**config.mk**
```make
export PLATFORM = sky130hd
export DESIGN_NAME = eight_bit_cpu_alu_with_flags_flat
export DESIGN_NICKNAME = d
export VERILOG_FILES = /design/src/design/ebalu_pkg.sv /design/src/design/ebalu_chan_if.sv /design/src/design/ebalu_ram.sv /design/src/design/eight_bit_cpu_alu_with_flags.sv /design/src/flat_wrapper.sv
export VERILOG_INCLUDE_DIRS = /design/src /design/src/design
export SDC_FILE = /design/constraint.sdc
export NUM_CORES = 1
export LEC_CHECK = 0
export ABC_AREA = 1
export BUFFER_PORTS_ARGS = -buffer_cell sky130_fd_sc_hd__buf_2
export CAP_MARGIN = 0
export CORE_ASPECT_RATIO = 0.75
export CORE_UTILIZATION = 45
export CTS_BUF_LIST = sky130_fd_sc_hd__clkbuf_8
export DETAILED_ROUTE_END_ITERATION = 10
export GPL_TIMING_DRIVEN = 0
export HOLD_SLACK_MARGIN = 0.02
export PLACE_DENSITY = 0.73
export SLEW_MARGIN = 20
export SYNTH_ARGS = -nofsm -noshare
export SYNTH_HDL_FRONTEND = slang
export SYNTH_SLANG_ARGS = --single-unit
```
**constraint.sdc**
```tcl
create_clock -name clk_i -period 8 [get_ports clk_i]
set_clock_uncertainty 0.1 [all_clocks]
set_input_delay 1.6 -clock clk_i [delete_from_list [all_inputs] [get_ports clk_i]]
set_output_delay 1.6 -clock clk_i [all_outputs]
set_load 0.03 [all_outputs]
```
**src/design/eight_bit_cpu_alu_with_flags_defines.svh**
```systemverilog
// Assertion macros used by the ALU top-level design file.
`ifndef EIGHT_BIT_CPU_ALU_WITH_FLAGS_DEFINES_SVH
`define EIGHT_BIT_CPU_ALU_WITH_FLAGS_DEFINES_SVH

// Checks that the consequent holds in the same cycle as the antecedent.
`define EBALU_ASSERT_NOW(label, ante, cons, msg) \
  label: assert property (@(posedge clk_i) disable iff (!rst_ni) (ante) |-> (cons)) \
    else $error(msg);

// Checks that the consequent holds in the cycle after the antecedent.
`define EBALU_ASSERT_NEXT(label, ante, cons, msg) \
  label: assert property (@(posedge clk_i) disable iff (!rst_ni) (ante) |=> (cons)) \
    else $error(msg);

`endif

```
**src/design/ebalu_pkg.sv**
```systemverilog
// Types and constants shared by the eight-bit ALU design files.
package ebalu_pkg;

  localparam int unsigned DataW    = 8;
  localparam int unsigned SelW     = 3;
  localparam int unsigned ActW     = 4;
  localparam int unsigned RegCount = 8;

  typedef enum logic [ActW-1:0] {
    ACT_LOAD = 4'd0,
    ACT_ADD  = 4'd1,
    ACT_ADC  = 4'd2,
    ACT_SUB  = 4'd3,
    ACT_SBC  = 4'd4,
    ACT_AND  = 4'd5,
    ACT_XOR  = 4'd6,
    ACT_OR   = 4'd7,
    ACT_CP   = 4'd8,
    ACT_INC  = 4'd9,
    ACT_DEC  = 4'd10,
    ACT_CPL  = 4'd11,
    ACT_CCF  = 4'd12
  } action_e;

  typedef enum logic [SelW-1:0] {
    SEL_B   = 3'b000,
    SEL_C   = 3'b001,
    SEL_D   = 3'b010,
    SEL_E   = 3'b011,
    SEL_H   = 3'b100,
    SEL_L   = 3'b101,
    SEL_MEM = 3'b110,
    SEL_A   = 3'b111
  } reg_sel_e;

  typedef struct packed {
    logic [ActW-1:0]  action;
    logic [SelW-1:0]  reg_sel;
    logic             use_immediate;
    logic [DataW-1:0] operand_value;
  } in_item_t;

  typedef struct packed {
    logic [DataW-1:0] acc_out;
    logic [DataW-1:0] result_value;
    logic             mem_write;
    logic             zero_flag;
    logic             subtract_flag;
    logic             half_carry_flag;
    logic             carry_flag;
  } out_item_t;

  typedef struct packed {
    logic z;
    logic n;
    logic h;
    logic c;
  } flags_t;

endpackage

```
**src/design/ebalu_chan_if.sv**
```systemverilog
// Valid/ready channel interface carrying one item per transfer.
interface ebalu_chan_if #(
  parameter type item_t = logic
) ();
  logic  valid;
  logic  ready;
  item_t payload;

  modport source (output valid, output payload, input ready);
  modport sink   (input valid, input payload, output ready);
endinterface

```
**src/design/ebalu_ram.sv**
```systemverilog
// Generic RAM with one write port and two registered read ports.
module ebalu_ram #(
  parameter int unsigned Width = ebalu_pkg::DataW,
  parameter int unsigned Depth = ebalu_pkg::RegCount,
  localparam int unsigned AddrW = (Depth > 1) ? $clog2(Depth) : 1
) (
  input  logic             clk_i,
  input  logic             we_i,
  input  logic [AddrW-1:0] waddr_i,
  input  logic [Width-1:0] wdata_i,
  input  logic             re_i,
  input  logic [AddrW-1:0] raddr_a_i,
  input  logic [AddrW-1:0] raddr_b_i,
  output logic [Width-1:0] rdata_a_o,
  output logic [Width-1:0] rdata_b_o
);

  logic [Width-1:0] mem_q [Depth];
  logic [Width-1:0] rdata_a_q;
  logic [Width-1:0] rdata_b_q;

  // A read in the same cycle as a write to that entry returns the old data.
  always_ff @(posedge clk_i) begin
    if (we_i) begin
      mem_q[waddr_i] <= wdata_i;
    end
    if (re_i) begin
      rdata_a_q <= mem_q[raddr_a_i];
      rdata_b_q <= mem_q[raddr_b_i];
    end
  end

  assign rdata_a_o = rdata_a_q;
  assign rdata_b_o = rdata_b_q;

endmodule

```
**src/design/eight_bit_cpu_alu_with_flags.sv**
```systemverilog
// Top level of the eight-bit accumulator ALU with Z, N, H and C flags.
//
// Each transfer on in_i is one instruction: a register load, an accumulator
// operation (ADD, ADC, SUB, SBC, AND, XOR, OR, CP), INC or DEC of a register
// or of the memory byte at HL, or CPL or CCF. Each instruction gives exactly
// one transfer on out_o with the new accumulator, the 8-bit result, the
// memory write strobe for HL targets and the four flags.
// An accepted instruction enters the execute stage, and its result then moves
// to the output register on out_o, unless an older result still waits there.
// Throughput is one instruction per cycle while out_o is not stalled; the
// register file is read at the accepting edge and written back at retire,
// and a one-entry forwarding register covers that read-after-write window.
// Reset clears the pipeline, the flags and the valid bit of each register
// file entry; an entry that was never written reads as zero.
// When the receiver stalls, the result stays in the output register and one
// more instruction can still enter and wait in the execute stage; after that
// in_i.ready drops until out_o moves again.
`include "eight_bit_cpu_alu_with_flags_defines.svh"

module eight_bit_cpu_alu_with_flags (
  input logic          clk_i,
  input logic          rst_ni,
  ebalu_chan_if.sink   in_i,
  ebalu_chan_if.source out_o
);
  import ebalu_pkg::*;

  in_item_t         in_item;
  logic             in_xfer;

  // Execute stage: the instruction whose register file read is in flight.
  logic             s1_valid_q;
  in_item_t         s1_q;
  logic             s1_vld_sel_q;
  logic             s1_vld_acc_q;
  logic             s1_adv;
  out_item_t        s1_res;

  // Most recent register file write, for forwarding into the execute stage.
  logic             fwd_valid_q;
  logic [SelW-1:0]  fwd_addr_q;
  logic [DataW-1:0] fwd_data_q;

  logic [RegCount-1:0] vld_q;
  flags_t           flags_q;
  flags_t           flags_d;

  logic             out_valid_q;
  out_item_t        out_q;

  logic [DataW-1:0] rd_sel;
  logic [DataW-1:0] rd_acc;
  logic [DataW-1:0] sel_data;
  logic [DataW-1:0] acc;
  logic [DataW-1:0] op;
  logic [DataW-1:0] old;
  logic [DataW-1:0] res;
  logic             cin_eff;
  logic [DataW:0]   add_sum;
  logic [DataW:0]   sub_diff;
  logic [4:0]       add_low;
  logic [4:0]       sub_low;
  logic             is_mem;
  logic             wr_en;
  logic [SelW-1:0]  wr_addr;
  logic [DataW-1:0] wr_data;

  // Terms used by the assertions at the end.
  logic             acc_wr;
  logic             acc_shown;
  logic             mem_target;

  assign in_item = in_i.payload;
  assign in_xfer = in_i.valid & in_i.ready;

  // The execute stage moves on when the output register is empty or drains.
  assign s1_adv     = s1_valid_q & (~out_valid_q | out_o.ready);
  assign in_i.ready = ~s1_valid_q | s1_adv;

  // Port A reads the selected register, port B always reads the accumulator.
  ebalu_ram #(
    .Width (DataW),
    .Depth (RegCount)
  ) u_regfile (
    .clk_i     (clk_i),
    .we_i      (s1_adv & wr_en),
    .waddr_i   (wr_addr),
    .wdata_i   (wr_data),
    .re_i      (in_xfer),
    .raddr_a_i (in_item.reg_sel),
    .raddr_b_i (SEL_A),
    .rdata_a_o (rd_sel),
    .rdata_b_o (rd_acc)
  );

  // Operand fetch: the forwarded write wins, then the memory if the entry
  // has ever been written, else the reset value of zero.
  always_comb begin
    if (fwd_valid_q && (fwd_addr_q == s1_q.reg_sel)) begin
      sel_data = fwd_data_q;
    end else if (s1_vld_sel_q) begin
      sel_data = rd_sel;
    end else begin
      sel_data = '0;
    end
    if (fwd_valid_q && (fwd_addr_q == SEL_A)) begin
      acc = fwd_data_q;
    end else if (s1_vld_acc_q) begin
      acc = rd_acc;
    end else begin
      acc = '0;
    end
  end

  // The memory byte at HL always arrives on operand_value.
  assign is_mem  = (s1_q.reg_sel == SEL_MEM);
  assign op      = (is_mem || s1_q.use_immediate) ? s1_q.operand_value : sel_data;
  assign old     = is_mem ? s1_q.operand_value : sel_data;
  assign cin_eff = flags_q.c & ((s1_q.action == ACT_ADC) || (s1_q.action == ACT_SBC));

  // Shared adder and subtractor; bit 4 of the low-nibble sums is the half carry.
  assign add_sum  = {1'b0, acc} + {1'b0, op} + {{DataW{1'b0}}, cin_eff};
  assign sub_diff = {1'b0, acc} - {1'b0, op} - {{DataW{1'b0}}, cin_eff};
  assign add_low  = {1'b0, acc[3:0]} + {1'b0, op[3:0]} + {4'b0000, cin_eff};
  assign sub_low  = {1'b0, acc[3:0]} - {1'b0, op[3:0]} - {4'b0000, cin_eff};

  always_comb begin
    res     = '0;
    flags_d = flags_q;
    wr_en   = 1'b0;
    wr_addr = SEL_A;
    s1_res.mem_write = 1'b0;
    unique case (s1_q.action) inside
      ACT_LOAD: begin
        res     = s1_q.operand_value;
        wr_addr = s1_q.reg_sel;
        wr_en   = ~is_mem;
        s1_res.mem_write = is_mem;
      end
      ACT_ADD, ACT_ADC: begin
        res     = add_sum[DataW-1:0];
        flags_d = '{z: (add_sum[DataW-1:0] == '0), n: 1'b0, h: add_low[4],
                    c: add_sum[DataW]};
        wr_en   = 1'b1;
      end
      ACT_SUB, ACT_SBC, ACT_CP: begin
        res     = sub_diff[DataW-1:0];
        flags_d = '{z: (sub_diff[DataW-1:0] == '0), n: 1'b1, h: sub_low[4],
                    c: sub_diff[DataW]};
        wr_en   = (s1_q.action != ACT_CP);
      end
      ACT_AND: begin
        res     = acc & op;
        flags_d = '{z: ((acc & op) == '0), n: 1'b0, h: 1'b1, c: 1'b0};
        wr_en   = 1'b1;
      end
      ACT_XOR: begin
        res     = acc ^ op;
        flags_d = '{z: ((acc ^ op) == '0), n: 1'b0, h: 1'b0, c: 1'b0};
        wr_en   = 1'b1;
      end
      ACT_OR: begin
        res     = acc | op;
        flags_d = '{z: ((acc | op) == '0), n: 1'b0, h: 1'b0, c: 1'b0};
        wr_en   = 1'b1;
      end
      ACT_INC: begin
        res     = old + 8'd1;
        flags_d = '{z: (old == 8'hFF), n: 1'b0, h: (old[3:0] == 4'hF), c: flags_q.c};
        wr_addr = s1_q.reg_sel;
        wr_en   = ~is_mem;
        s1_res.mem_write = is_mem;
      end
      ACT_DEC: begin
        res     = old - 8'd1;
        flags_d = '{z: (old == 8'h01), n: 1'b1, h: (old[3:0] == 4'h0), c: flags_q.c};
        wr_addr = s1_q.reg_sel;
        wr_en   = ~is_mem;
        s1_res.mem_write = is_mem;
      end
      ACT_CPL: begin
        res     = ~acc;
        flags_d = '{z: flags_q.z, n: 1'b1, h: 1'b1, c: flags_q.c};
        wr_en   = 1'b1;
      end
      ACT_CCF: begin
        res     = acc;
        flags_d = '{z: flags_q.z, n: 1'b0, h: 1'b0, c: ~flags_q.c};
      end
      default: begin
        // Unused action codes change nothing and report a zero result.
        res = '0;
      end
    endcase

    wr_data                = res;
    s1_res.result_value    = res;
    s1_res.acc_out         = (wr_en && (wr_addr == SEL_A)) ? res : acc;
    s1_res.zero_flag       = flags_d.z;
    s1_res.subtract_flag   = flags_d.n;
    s1_res.half_carry_flag = flags_d.h;
    s1_res.carry_flag      = flags_d.c;
  end

  // Control state.
  always_ff @(posedge clk_i or negedge rst_ni) begin
    if (!rst_ni) begin
      s1_valid_q  <= 1'b0;
      fwd_valid_q <= 1'b0;
      vld_q       <= '0;
      flags_q     <= '0;
      out_valid_q <= 1'b0;
    end else begin
      if (in_xfer) begin
        s1_valid_q <= 1'b1;
      end else if (s1_adv) begin
        s1_valid_q <= 1'b0;
      end
      if (s1_adv) begin
        flags_q <= flags_d;
        if (wr_en) begin
          fwd_valid_q    <= 1'b1;
          vld_q[wr_addr] <= 1'b1;
        end
      end
      if (s1_adv) begin
        out_valid_q <= 1'b1;
      end else if (out_o.ready) begin
        out_valid_q <= 1'b0;
      end
    end
  end

  // Payload registers.
  always_ff @(posedge clk_i) begin
    if (in_xfer) begin
      s1_q         <= in_item;
      s1_vld_sel_q <= vld_q[in_item.reg_sel];
      s1_vld_acc_q <= vld_q[SEL_A];
    end
    if (s1_adv) begin
      out_q <= s1_res;
      if (wr_en) begin
        fwd_addr_q <= wr_addr;
        fwd_data_q <= wr_data;
      end
    end
  end

  assign out_o.valid   = out_valid_q;
  assign out_o.payload = out_q;

  assign acc_wr     = s1_adv & wr_en & (wr_addr == SEL_A);
  assign acc_shown  = out_valid_q & (out_q.acc_out == fwd_data_q);
  assign mem_target = s1_valid_q & s1_res.mem_write;

  // A retired accumulator write shows up as acc_out of that instruction's result.
  `EBALU_ASSERT_NEXT(a_acc_writeback, acc_wr, acc_shown, "accumulator write not in result")
  // The flags only change when an instruction retires.
  `EBALU_ASSERT_NEXT(a_flags_hold, !s1_adv, $stable(flags_q), "flags changed while idle")
  // A memory target never also writes the register file.
  `EBALU_ASSERT_NOW(a_mem_no_regwrite, mem_target, !wr_en, "memory target wrote a register")

endmodule

```
**src/flat_wrapper.sv**
```systemverilog
// flat-port wrapper written by rule: the top's interface ports become plain ports
module eight_bit_cpu_alu_with_flags_flat import ebalu_pkg::*;
  (clk_i, rst_ni, in_i_valid, in_i_payload, in_i_ready, out_o_valid, out_o_payload, out_o_ready);
  ebalu_chan_if #(.item_t(in_item_t)) in_i_i ();
  ebalu_chan_if #(.item_t(out_item_t)) out_o_i ();
  input logic clk_i;
  input logic rst_ni;
  input wire logic [$bits(in_i_i.valid)-1:0] in_i_valid;
  input wire logic [$bits(in_i_i.payload)-1:0] in_i_payload;
  output wire logic [$bits(in_i_i.ready)-1:0] in_i_ready;
  output wire logic [$bits(out_o_i.valid)-1:0] out_o_valid;
  output wire logic [$bits(out_o_i.payload)-1:0] out_o_payload;
  input wire logic [$bits(out_o_i.ready)-1:0] out_o_ready;
  assign in_i_i.valid = in_i_valid;
  assign in_i_i.payload = in_i_payload;
  assign in_i_ready = in_i_i.ready;
  assign out_o_valid = out_o_i.valid;
  assign out_o_payload = out_o_i.payload;
  assign out_o_i.ready = out_o_ready;
  eight_bit_cpu_alu_with_flags u_core (.clk_i(clk_i), .rst_ni(rst_ni), .in_i(in_i_i), .out_o(out_o_i));
endmodule
```
After elaboration in Yosys (flattened, before gate mapping)
Memory sizes are Yosys's and may differ from the RTL's. A register that Yosys moved wholly into a read port is not among the register bits.
Index checks and enable logic that the tools add are counted.
{"block": "op_classes", "addsub": 10, "magnitude_cmp": 3, "n_eq_ne": 20, "muxes": 21, "bitwise": 15, "n_reduce_logical": 20}
{"cell": "8-bit one-hot mux with 10 select lines", "n": 1}
{"cell": "8-bit 2-to-1 mux", "n": 7}
{"cell": "8-bit zero test", "n": 5}
{"cell": "4-bit one-hot mux with 9 select lines", "n": 1}
{"cell": "4-bit equality test (second input constant)", "n": 6}
{"cell": "4-bit by 3-bit equality test with 1-bit output (second input constant)", "n": 4}
{"cell": "8-bit OR", "n": 2}
{"cell": "8-bit by 8-bit adder with 9-bit output", "n": 1}
{"cell": "9-bit by 1-bit adder with 9-bit output", "n": 1}
{"cell": "3-bit equality test (second input constant)", "n": 3}
{"cell": "8-bit by 8-bit subtractor with 9-bit output", "n": 1}
{"cell": "9-bit by 1-bit subtractor with 9-bit output", "n": 1}
{"cell": "8-bit by 1-bit adder with 8-bit output (second input constant)", "n": 1}
{"cell": "8-bit bitwise AND", "n": 1}
{"cell": "4-bit by 2-bit equality test with 1-bit output (second input constant)", "n": 2}
{"cell": "8-bit by 1-bit equality test with 1-bit output (second input constant)", "n": 1}
{"cell": "8-bit equality test (second input constant)", "n": 1}
{"cell": "4-bit zero test", "n": 2}
{"cell": "3-bit by 4-bit less-than comparator with 1-bit output (second input constant)", "n": 2}
{"cell": "1-bit 2-to-1 mux", "n": 8}
{"cell": "8-bit NOT", "n": 1}
{"cell": "8-bit by 1-bit subtractor with 8-bit output (second input constant)", "n": 1}
{"cell": "8-bit XOR", "n": 1}
{"cell": "3-bit OR reduction", "n": 2}
{"cell": "21 further kinds", "n": 33}
{"block": "totals", "register_bits": 65, "ram_bits": 64, "word_cells": 113, "memories": 1}
{"memory": "u_core.u_regfile.mem_q", "words": 8, "width": 8, "rd": 2, "rd_ports_with_merged_regs": 2, "write_ports": 1, "line": "ebalu_ram.sv:18", "rtl": "logic [Width-1:0] mem_q [Depth];"}

Depth between registers and ports, before layout
Gate-level depths: netlist of run 1.
{"block": "depth", "ltp_word": 8, "mapped_depth": 27}

Hierarchy
A second synthesis of run 1 with hierarchy kept.
{"block": "hier_totals", "cells_unflattened": 1155, "hier_area_um2": 9301.4}
{"mod": "eight_bit_cpu_alu_with_flags", "n_inst": 1, "cells_each": 694, "area_each_um2": 5267.6, "seq_area_each_um2": 1876.8}
{"mod": "ebalu_ram", "n_inst": 1, "cells_each": 461, "area_each_um2": 4033.9, "seq_area_each_um2": 2402.3}

Least setup slack after synthesis of run 1
Ideal clock, no wire load.
{"block": "synth_timing", "kind": "input-to-reg", "start": "input out_o_ready", "end": "memory u_core.u_regfile.mem_q[3][0] (netlist bit) (enable)", "arrival_ns": 3.231, "t_required_ns": 7.527, "slack_ns": 4.295, "cell_stages": 8, "n_path_buf": 0, "cell_sequence": "inv_1 -> nand2_1 -> nand2_1 -> inv_1 -> nand2_1 -> inv_2 -> nand2_1 -> nor2_1"}
{"block": "synth_between", "elab_chain_len": 5}
{"element": "start, declared", "line": "flat_wrapper.sv:13", "rtl": "input wire logic [$bits(out_o_i.ready)-1:0] out_o_ready;"}
{"element": "1-bit OR", "line": "eight_bit_cpu_alu_with_flags.sv:77", "rtl": "assign s1_adv = s1_valid_q & (~out_valid_q | out_o.ready);"}
{"element": "1-bit bitwise AND", "line": "eight_bit_cpu_alu_with_flags.sv:77"}
{"element": "named net u_core.s1_adv", "line": "eight_bit_cpu_alu_with_flags.sv:36", "rtl": "logic s1_adv;"}
{"element": "1-bit bitwise AND", "line": "eight_bit_cpu_alu_with_flags.sv:86", "rtl": ".we_i (s1_adv & wr_en),"}
{"element": "named net u_core.u_regfile.we_i", "line": "ebalu_ram.sv:8", "rtl": "input logic we_i,"}
{"element": "1-bit 2-to-1 mux", "line": "ebalu_ram.sv:24", "rtl": "if (we_i) begin"}
{"element": "1-bit 2-to-1 mux (not written as such)", "line": "ebalu_ram.sv:25", "rtl": "mem_q[waddr_i] <= wdata_i;"}
{"element": "end, declared", "line": "ebalu_ram.sv:18"}
The timed path passes the listed nets, and every way through them passes these cells.

==> results of run 1 <==
area by class of cell:
type                       instances  area, sq um
fill                            1679         8580
sequential                       145         4280
multi-input combinational        638         3340
inverter                         112          423
tap                              242          303
clock buffer                      17          234
timing repair buffer              42          210
clock inverter                    15          193
buffer                            21         95.1
registers in the layout, indices dropped and copies added, names as in the netlist:
| signal | count |
|---|---|
| u_core.fwd_valid_q | 1 |
| u_core.out_o.payload | 21 |
| u_core.u_regfile.mem_q | 64 |
| u_core.vld_q | 8 |
| u_core.u_regfile.rdata_a_o | 8 |
| u_core.flags_q | 4 |
| u_core.s1_valid_q | 1 |
| u_core.out_o.valid | 1 |
| u_core.fwd_addr_q | 3 |
| u_core.fwd_data_q | 8 |
| u_core.s1_vld_acc_q | 1 |
| u_core.s1_vld_sel_q | 1 |
| u_core.u_regfile.rdata_b_o | 8 |
| u_core.s1_q | 16 |
per-stage QoR:
step                      hold WS [ns]  total power, mW   util
after floorplan                  0.324             1.49      -
after global placement           0.338             1.72  0.490
after detailed placement         0.337             1.73  0.490
after CTS                        0.362             2.33  0.514
after global routing             0.382             2.45  0.514
final                            0.363             2.34  0.514
cell usage after synthesis, drive strengths merged (15+ instances only):
master,instances,area [sq um]
nor2,122,505
o21ai,83,423
ha,32,400
edfxtp,130,3900
a21oi,19,98.9
clkbuf,15,56.3
o22ai,17,106
nand2,223,885
nand3,63,340
dfrtp,15,375
inv,110,415
power by group:
group	internal, mW	leakage, nW	switching [mW]
combinational	0.202	2.30	0.538
sequential	0.962	1.39	0.0352
clock	0.269	0.213	0.334
per-layer routing:
layer	vias to the layer above	share of wire	global-route usage
li1	3187	-	-
met1	3183	0.48	0.423
met2	373	0.38	0.333
met3	18	0.13	0.0763
met4	2	0.0070	0.0509
met5	-	0.0025	0.0252
critical path, delay by kind of cell (launching register included):
family / cells / cell delay [ns]
fa+ha+maj: 2 / 0.82
buf+inv: 6 / 0.89
compound gates: 2 / 0.54
simple gates: 10 / 1.56
flops: 1 / 0.48
xor+xnor: 1 / 0.23
cell families after synthesis:
logic type,count (synthesis),share of synthesized area
compound gates,143,0.100
xor+xnor,10,0.0108
fa+ha+maj,35,0.0568
buf+inv,133,0.0639
flops,145,0.528
other cells,1,0.000463
simple gates,442,0.240
final timing paths:
kind | endpoint | slack (ns)
max in group asynchronous | u_core.vld_q[2] | 6.50
max | u_core.out_o.payload[19] | 3.13
min | u_core.vld_q[6] | 0.36
min reg2reg | u_core.vld_q[6] | 0.36
min in group asynchronous | u_core.s1_valid_q | 0.98
max reg2reg | u_core.out_o.payload[19] | 3.13
==> results.json, run 1 <==
{
  "fin_ws_ns": 3.13,
  "die_h_um": 118,
  "layout_common_cells": "214 x nand2_1, 130 x edfxtp_1, 113 x nor2_1",
  "fmax_mhz": 205,
  "synth_cell_types": 49,
  "cts_root_buffer": "clkbuf_8",
  "min-delay-start": "u_core.vld_q[6]",
  "critPathSlowestCell": "edfxtp_1",
  "tightest_slew_ns": 1.10,
  "netlist_instances": 909,
  "final_antenna_net_count": 0,
  "worstSetupStartpointType": "flop",
  "setup-tns-final_ns": 0,
  "setup_viol": 0,
  "min_period_over_period": 0.608,
  "clk_pin_slew_worst_paths_ns": 0.09,
  "drt_first_pass_iters": 6,
  "worstPathRequired_ns": 8.12,
  "power_density_nw_per_um2": 258,
  "dp_slack_ns": 3.25,
  "via_count": 6763,
  "rows": 42,
  "clock-sinks": 145,
  "final_cells": 1232,
  "ctsResizeCount": 0,
  "fin_area_sq_um": 9080,
  "layout_commonest_cell": "nand2_1",
  "syn_area_per_cell_sq_um": 8.92,
  "cts.path.max_buffers": 2,
  "grt_pass1_wl_mm": 35.1,
  "hold_buffers": 0,
  "min_path_type": "flop to flop",
  "crit_path_start": "u_core.s1_q[10]",
  "dpl.cell_count": 1200,
  "synth-seq-area-share": 0.528,
  "numCtsBuffers": 17,
  "status": "complete, no violations",
  "drv_cap": 0,
  "hold_viol": 0,
  "reg2reg_from": "u_core.s1_q[10]",
  "area_growth_pct": 12.0,
  "io-pin-count": 43,
  "h-tree-depth": 4,
  "grt_usage": 0.260,
  "critical_path_class": "flop to flop",
  "r2r_cells": 21,
  "placement.cell_area_sq_um": 8650,
  "rsz0062_at_grt": "false",
  "p_leak_nw": 3.90,
  "core_sq_um": 17700,
  "die_area_sq_um": 18600,
  "period_needed_ns": 4.87,
  "final_max_slew_viol_count": 0,
  "clk-insertion-delay-late_ns": 0.46,
  "grt-ovfl-total": 0,
  "drc": 0,
  "port_buffers": 42,
  "ys.flop_type": "edfxtp_1",
  "hpwl_mm": 17.4,
  "grt_max_degree": 35,
  "path_cells": "nand2_1 -> nor2_1 -> buf_2 -> nor2_1 -> inv_1 -> clkbuf_1 -> o21ai_0 -> inv_1 -> ha_1 -> inv_1 -> ha_1 -> nand2_1 -> inv_1 -> nand4_1 -> nand3_1 -> xnor2_1 -> o22ai_1 -> nor3_1 -> nand3_2 -> nand2_1 -> nand2_1",
  "drive_gt1_frac": 0.122,
  "diodes": 0,
  "irDropWorstVdd_mv": 0.176,
  "synth_area_sq_um": 8110,
  "maxSlewHeadroom": 0.261,
  "synth-warning-count": 0,
  "initial_utilization": 0.459,
  "cts_setup_buffers": 0,
  "synthArstFlopShare": 0.103,
  "drtIter0Drc": 984,
  "num-nets-final": 1032,
  "cts_tree": "yes",
  "endpoint_kind": "flop",
  "antenna_found_initial": 0,
  "worstPathArrival_ns": 4.99,
  "grt_pass1_vias": 5998,
  "hold_depth": 1,
  "ys_ff_latch": 145,
  "slowest_delay_ns": 0.48,
  "path_max_fanout": 11,
  "gp_congestion": 0.959,
  "wl_mm": 23.3,
  "die_w_um": 157,
  "synth_edf_count": 130,
  "wl_per_cell_um": 18.9,
  "viasPerCell": 5.49
}
No activity file was read; power rests on OpenSTA's default activity.
==> inputs of run 2 (changes only) <==
==> constraint.sdc (replaced) <==
create_clock -name clk_i -period 4.7 [get_ports clk_i]
set_clock_uncertainty 0.1 [all_clocks]
set_input_delay 0.94 -clock clk_i [delete_from_list [all_inputs] [get_ports clk_i]]
set_output_delay 0.94 -clock clk_i [all_outputs]
set_load 0.03 [all_outputs]
==> results.json, run 2 (synthesized netlist as in run 1, its figures left out) <==
{
  "status": "complete, no violations",
  "rsz0062_at_grt": "false",
  "h-tree-depth": 4,
  "cts.path.max_buffers": 2,
  "nFillCells": 1679,
  "core_sq_um": 17700,
  "drt_first_pass_iters": 5,
  "hpwl_mm": 17.4,
  "io-pin-count": 43,
  "grt_usage": 0.260,
  "min_path_type": "input pin to asynchronous set/reset pin",
  "clock-sinks": 145,
  "tightest_slew_ns": 1.10,
  "cts_root_buffer": "clkbuf_8",
  "grt_pass1_wl_mm": 35.1,
  "path_max_fanout": 11,
  "largest_reg_flops": 64,
  "worstPathRequired_ns": 4.80,
  "min_period_over_period": 0.966,
  "diodes": 0,
  "clk_pin_slew_worst_paths_ns": 0.10,
  "initial_utilization": 0.459,
  "r2r_cells": 16,
  "period_needed_ns": 4.54,
  "drc": 0,
  "antenna_found_initial": 0,
  "worstSetupStartpointType": "flop",
  "worstPathArrival_ns": 4.64,
  "drv_cap": 0,
  "critical_path_class": "flop to flop",
  "layout_commonest_cell": "nand2_1",
  "numCtsBuffers": 17,
  "viasPerCell": 5.49,
  "met1_usage": 0.423,
  "maxSlewHeadroom": 0.264,
  "num-nets-final": 1035,
  "fmax_mhz": 220,
  "hold_viol": 0,
  "irDropWorstVdd_mv": 0.300,
  "hold_buffers": 0,
  "grt_pass1_vias": 5998,
  "cts_tree": "yes",
  "die_w_um": 157,
  "layout_common_cells": "214 x nand2_1, 130 x edfxtp_1, 112 x nor2_1",
  "area_growth_pct": 12.4,
  "grt_use_met3": 0.0763,
  "setup_viol": 0,
  "grt-ovfl-total": 0,
  "power_density_nw_per_um2": 439,
  "rows": 42,
  "port_buffers": 42,
  "via_count": 6786,
  "fin_ws_ns": 0.160,
  "drive_gt1_frac": 0.129,
  "grt_max_degree": 35,
  "dp_slack_ns": -0.0458,
  "endpoint_kind": "flop",
  "die_h_um": 118,
  "p_leak_nw": 3.92,
  "rrSetupSlack_ns": 0.16,
  "fin_util": 0.516,
  "gp_congestion": 0.959,
  "use_met2": 0.333,
  "wl_per_cell_um": 18.9,
  "drtIter0Drc": 909,
  "final_antenna_net_count": 0,
  "clk-insertion-delay-late_ns": 0.47,
  "die_area_sq_um": 18600,
  "top_register": "u_core.u_regfile.mem_q",
  "final_max_slew_viol_count": 0,
  "busiest_layer": "met1",
  "wl_mm": 23.4
}
run 2: changes by cell type in the layout (fill, tap and decap cells not counted):
cell and change:
buf_4 +3, o21ai_1 +3, nor2_2 +1, clkbuf_2 +1
o21ai_0 -4, nor3_1 -1, clkbuf_1 -1, nor3_2 +1
o21ai_2 +1, nor2_1 -1
run 2: path summary, 6_finish.rpt:
| kind | from | to |
|---|---|---|
| min reg2reg | u_core.vld_q[6] | u_core.vld_q[6] |
| max | u_core.fwd_addr_q[2] | u_core.out_o.payload[15] |
| max reg2reg | u_core.fwd_addr_q[2] | u_core.out_o.payload[15] |
| min in group clk_i | u_core.vld_q[6] | u_core.vld_q[6] |
| min | rst_ni | u_core.s1_valid_q |
| max in group asynchronous | rst_ni | u_core.vld_q[4] |
run 2: timing repair:
action,in CTS,in global routing
buffers inserted,0,3
gates resized for setup,1,8
endpoints found under the setup margin,6,26
hold endpoints to repair,0,0
pin swaps,0,1
run 2: through the flow:
step           power, mW  hold WS, ns  cells  instance area (sq um)  TNS (ns)
2_1_floorplan       2.54        0.324    916                   8130         0
3_3_place_gp        2.93        0.338   1200                   8650   -0.0159
3_5_place_dp        2.94        0.337   1200                   8650   -0.0458
4_1_cts             3.96        0.313   1232                   9080         0
5_1_grt             4.19        0.334   1235                   9110         0
6_report            4.01        0.308   1235                   9110         0
run 2: area by class of cell:
| type | instances | area (sq um) | area share |
|---|---|---|---|
| well taps | 242 | 303 | 0.0332 |
| inverters | 112 | 423 | 0.0464 |
| multi-input cells | 638 | 3350 | 0.368 |
| clock inverters | 15 | 193 | 0.0211 |
| plain buffers | 21 | 96.3 | 0.0106 |
| clock buffers | 17 | 234 | 0.0257 |
| flip-flops and latches | 145 | 4280 | 0.469 |
| repair buffers | 45 | 233 | 0.0255 |
run 2: where the power goes:
group | total [mW] | internal, mW | switching, mW
Clock | 1.03 | 0.458 | 0.569
Combinational | 1.28 | 0.360 | 0.922
Sequential | 1.70 | 1.64 | 0.0600
run 2: routing by layer:
metal,vias to the layer above,wire length [um]
met5,-,58
met4,2,230
met3,25,3090
met2,406,8910
met1,3162,11100
li1,3191,-
run 2: critical path, stage by stage, from the launching register on:
cell and delay [ns]:
edfxtp_1 0.42, nand2_1 0.10, inv_1 0.04, nand2_1 0.13, buf_2 0.22, nand2_1 0.14
o21ai_0 0.42, inv_1 0.26, ha_1 0.29, a31o_2 0.27, fa_1 0.45, nand2_1 0.09
nand2_1 0.09, a211oi_1 0.40, nand4_1 0.56, nand2_1 0.18, o21ai_0 0.12
==> inputs of run 3 (changes only) <==
--- a/config.mk
+++ b/config.mk
@@ -11,7 +11,7 @@
 export CAP_MARGIN = 0
 export CORE_ASPECT_RATIO = 0.75
 export CORE_UTILIZATION = 45
-export CTS_BUF_LIST = sky130_fd_sc_hd__clkbuf_8
+export CTS_BUF_LIST = sky130_fd_sc_hd__clkbuf_2
 export DETAILED_ROUTE_END_ITERATION = 10
 export GPL_TIMING_DRIVEN = 0
 export HOLD_SLACK_MARGIN = 0.02
==> constraint.sdc (replaced) <==
create_clock -name clk_i -period 4.7 [get_ports clk_i]
set_clock_uncertainty 0.1 [all_clocks]
set_input_delay 0.94 -clock clk_i [delete_from_list [all_inputs] [get_ports clk_i]]
set_output_delay 0.94 -clock clk_i [all_outputs]
set_load 0.01 [all_outputs]
==> results.json, run 3 (synthesized netlist as in run 1, its figures left out) <==
{
  "h-tree-depth": 4,
  "drc": 0,
  "rows": 42,
  "fmax_mhz": 220,
  "wl_per_cell_um": 18.9,
  "num-nets-final": 1035,
  "port_buffers": 42,
  "grt_pass1_wl_mm": 35.1,
  "worstPathArrival_ns": 4.98,
  "crit_buf_inv": 6,
  "critPathSlowestCell": "edfxtp_1",
  "period_needed_ns": 4.54,
  "slowest_delay_ns": 0.52,
  "io-pin-count": 43,
  "clock-sinks": 145,
  "path_cells": "nand2_1 -> nor2_1 -> buf_2 -> nor2_1 -> inv_1 -> clkbuf_2 -> o21ai_1 -> inv_1 -> ha_1 -> inv_1 -> ha_1 -> nand2_1 -> inv_1 -> nand4_1 -> nand3_1 -> nand2_1 -> a21boi_0 -> nor2_1 -> nor2_1 -> nor2_1 -> nand2_1 -> nand3_1 -> and2_1",
  "top_register": "u_core.u_regfile.mem_q",
  "diodes": 0,
  "numCtsBuffers": 17,
  "via_count": 6742,
  "clk_pin_slew_worst_paths_ns": 0.26,
  "final_max_slew_viol_count": 0,
  "irDropWorstVdd_mv": 0.235,
  "min-delay-start": "in_i_payload[14]",
  "drv_cap": 0,
  "crit_path_start": "u_core.s1_q[10]",
  "worstReg2RegEnd": "u_core.out_o.payload[0]",
  "cts_root_buffer": "clkbuf_2",
  "setup-tns-final_ns": 0,
  "grt-ovfl-total": 0,
  "gp_congestion": 0.959,
  "viasPerCell": 5.46,
  "wl_mm": 23.3,
  "die_w_um": 157,
  "final_antenna_net_count": 0,
  "crit_path_end": "u_core.out_o.payload[0]",
  "dp_slack_ns": -0.0458,
  "path_max_fanout": 10,
  "layout_common_cells": "214 x nand2_1, 130 x edfxtp_1, 113 x nor2_1",
  "maxSlewHeadroom": 0.289,
  "power_density_nw_per_um2": 411,
  "die_h_um": 118,
  "cpMostUsedCell": "nor2_1",
  "crit_family": "simple AND/OR/NAND/NOR gates",
  "clk-insertion-delay-late_ns": 0.75,
  "rrSetupSlack_ns": 0.16,
  "r2r_cells": 23,
  "drive_gt1_frac": 0.127,
  "hold_viol": 0,
  "area_growth_pct": 10.6,
  "tightest_slew_ns": 1.06,
  "hold_depth": 1,
  "power_mw": 3.69,
  "reg2reg_from": "u_core.s1_q[10]",
  "fin_ws_ns": 0.160,
  "endpoint_kind": "flop",
  "critical_path_class": "flop to flop",
  "die_area_sq_um": 18600,
  "p_leak_nw": 3.87,
  "grt_pass1_vias": 6027,
  "layout_commonest_cell": "nand2_1",
  "worstPathRequired_ns": 5.14,
  "grt_max_degree": 35,
  "hpwl_mm": 17.4,
  "drtIter0Drc": 935,
  "setup_viol": 0,
  "cp.depth": 23,
  "worstSetupStartpointType": "flop",
  "min_period_over_period": 0.966,
  "status": "complete, no violations",
  "min_path_type": "input pin to flop",
  "nFillCells": 1693,
  "largest_reg_flops": 64,
  "antenna_found_initial": 0,
  "cts.path.max_buffers": 2,
  "core_sq_um": 17700,
  "drt_first_pass_iters": 6,
  "grt_usage": 0.262,
  "initial_utilization": 0.459,
  "whs_ns": 0.258,
  "cts_tree": "yes"
}
## run 3: changes by cell type in the layout (fill, tap and decap cells not counted)
| cell | previous run | this run |
|---|---|---|
| buf_4 | 4 | 3 |
| clkbuf_2 | 1 | 18 |
| clkbuf_8 | 17 | 0 |
| dlygate4sd3_1 | 0 | 1 |
| nor2_1 | 112 | 113 |
| nor2_2 | 5 | 4 |
| o21ai_0 | 76 | 75 |
| o21ai_1 | 4 | 5 |
## run 3: routing by layer
metal	wire (um)	track usage
met1	11200	0.422
met2	8890	0.335
met3	3030	0.0843
met4	155	0.0490
met5	0	0
## run 3: worst min-delay path by stage
stage	end	slack (ns)
3_3_place_gp	u_core.vld_q[6]	0.34
3_5_place_dp	u_core.u_regfile.rdata_b_o[1]	0.34
6_report	u_core.s1_q[14]	0.26
5_1_grt	u_core.s1_q[14]	0.16
4_1_cts	u_core.s1_q[14]	0.19
2_1_floorplan	u_core.vld_q[6]	0.32
## run 3: final cells by class
class / instances / area (sq um) / area share
Sequential cell: 145 / 4280 / 0.477
Clock buffer: 17 / 85.1 / 0.00949
Clock inverter: 15 / 193 / 0.0215
Timing Repair Buffer: 45 / 235 / 0.0262
Multi-Input combinational cell: 638 / 3350 / 0.374
Inverter: 112 / 423 / 0.0472
Buffer: 21 / 96.3 / 0.0107
Tap cell: 242 / 303 / 0.0338
## run 3: where the power goes
group          internal [mW]  switching (mW)  leakage (nW)
sequential              1.64          0.0606          1.39
combinational          0.356           0.859          2.32
clock                  0.233           0.541         0.162
## run 3: stage by stage
step	util	cell area, sq um	std cells
5_1_grt	0.508	8970	1235
3_5_place_dp	0.490	8650	1200
3_3_place_gp	0.490	8650	1200
4_1_cts	0.506	8940	1233
2_1_floorplan	-	8130	916
6_report	0.508	8970	1235
## run 3: repair_timing
| action | 4_1_cts | 5_1_grt |
|---|---|---|
| setup endpoints to repair | 6 | 26 |
| buffers inserted | 0 | 2 |
| hold buffers | 1 | 0 |
| gates resized for setup | 1 | 8 |
| endpoints found under the hold margin | 15 | 0 |
| pin swaps | 0 | 1 |
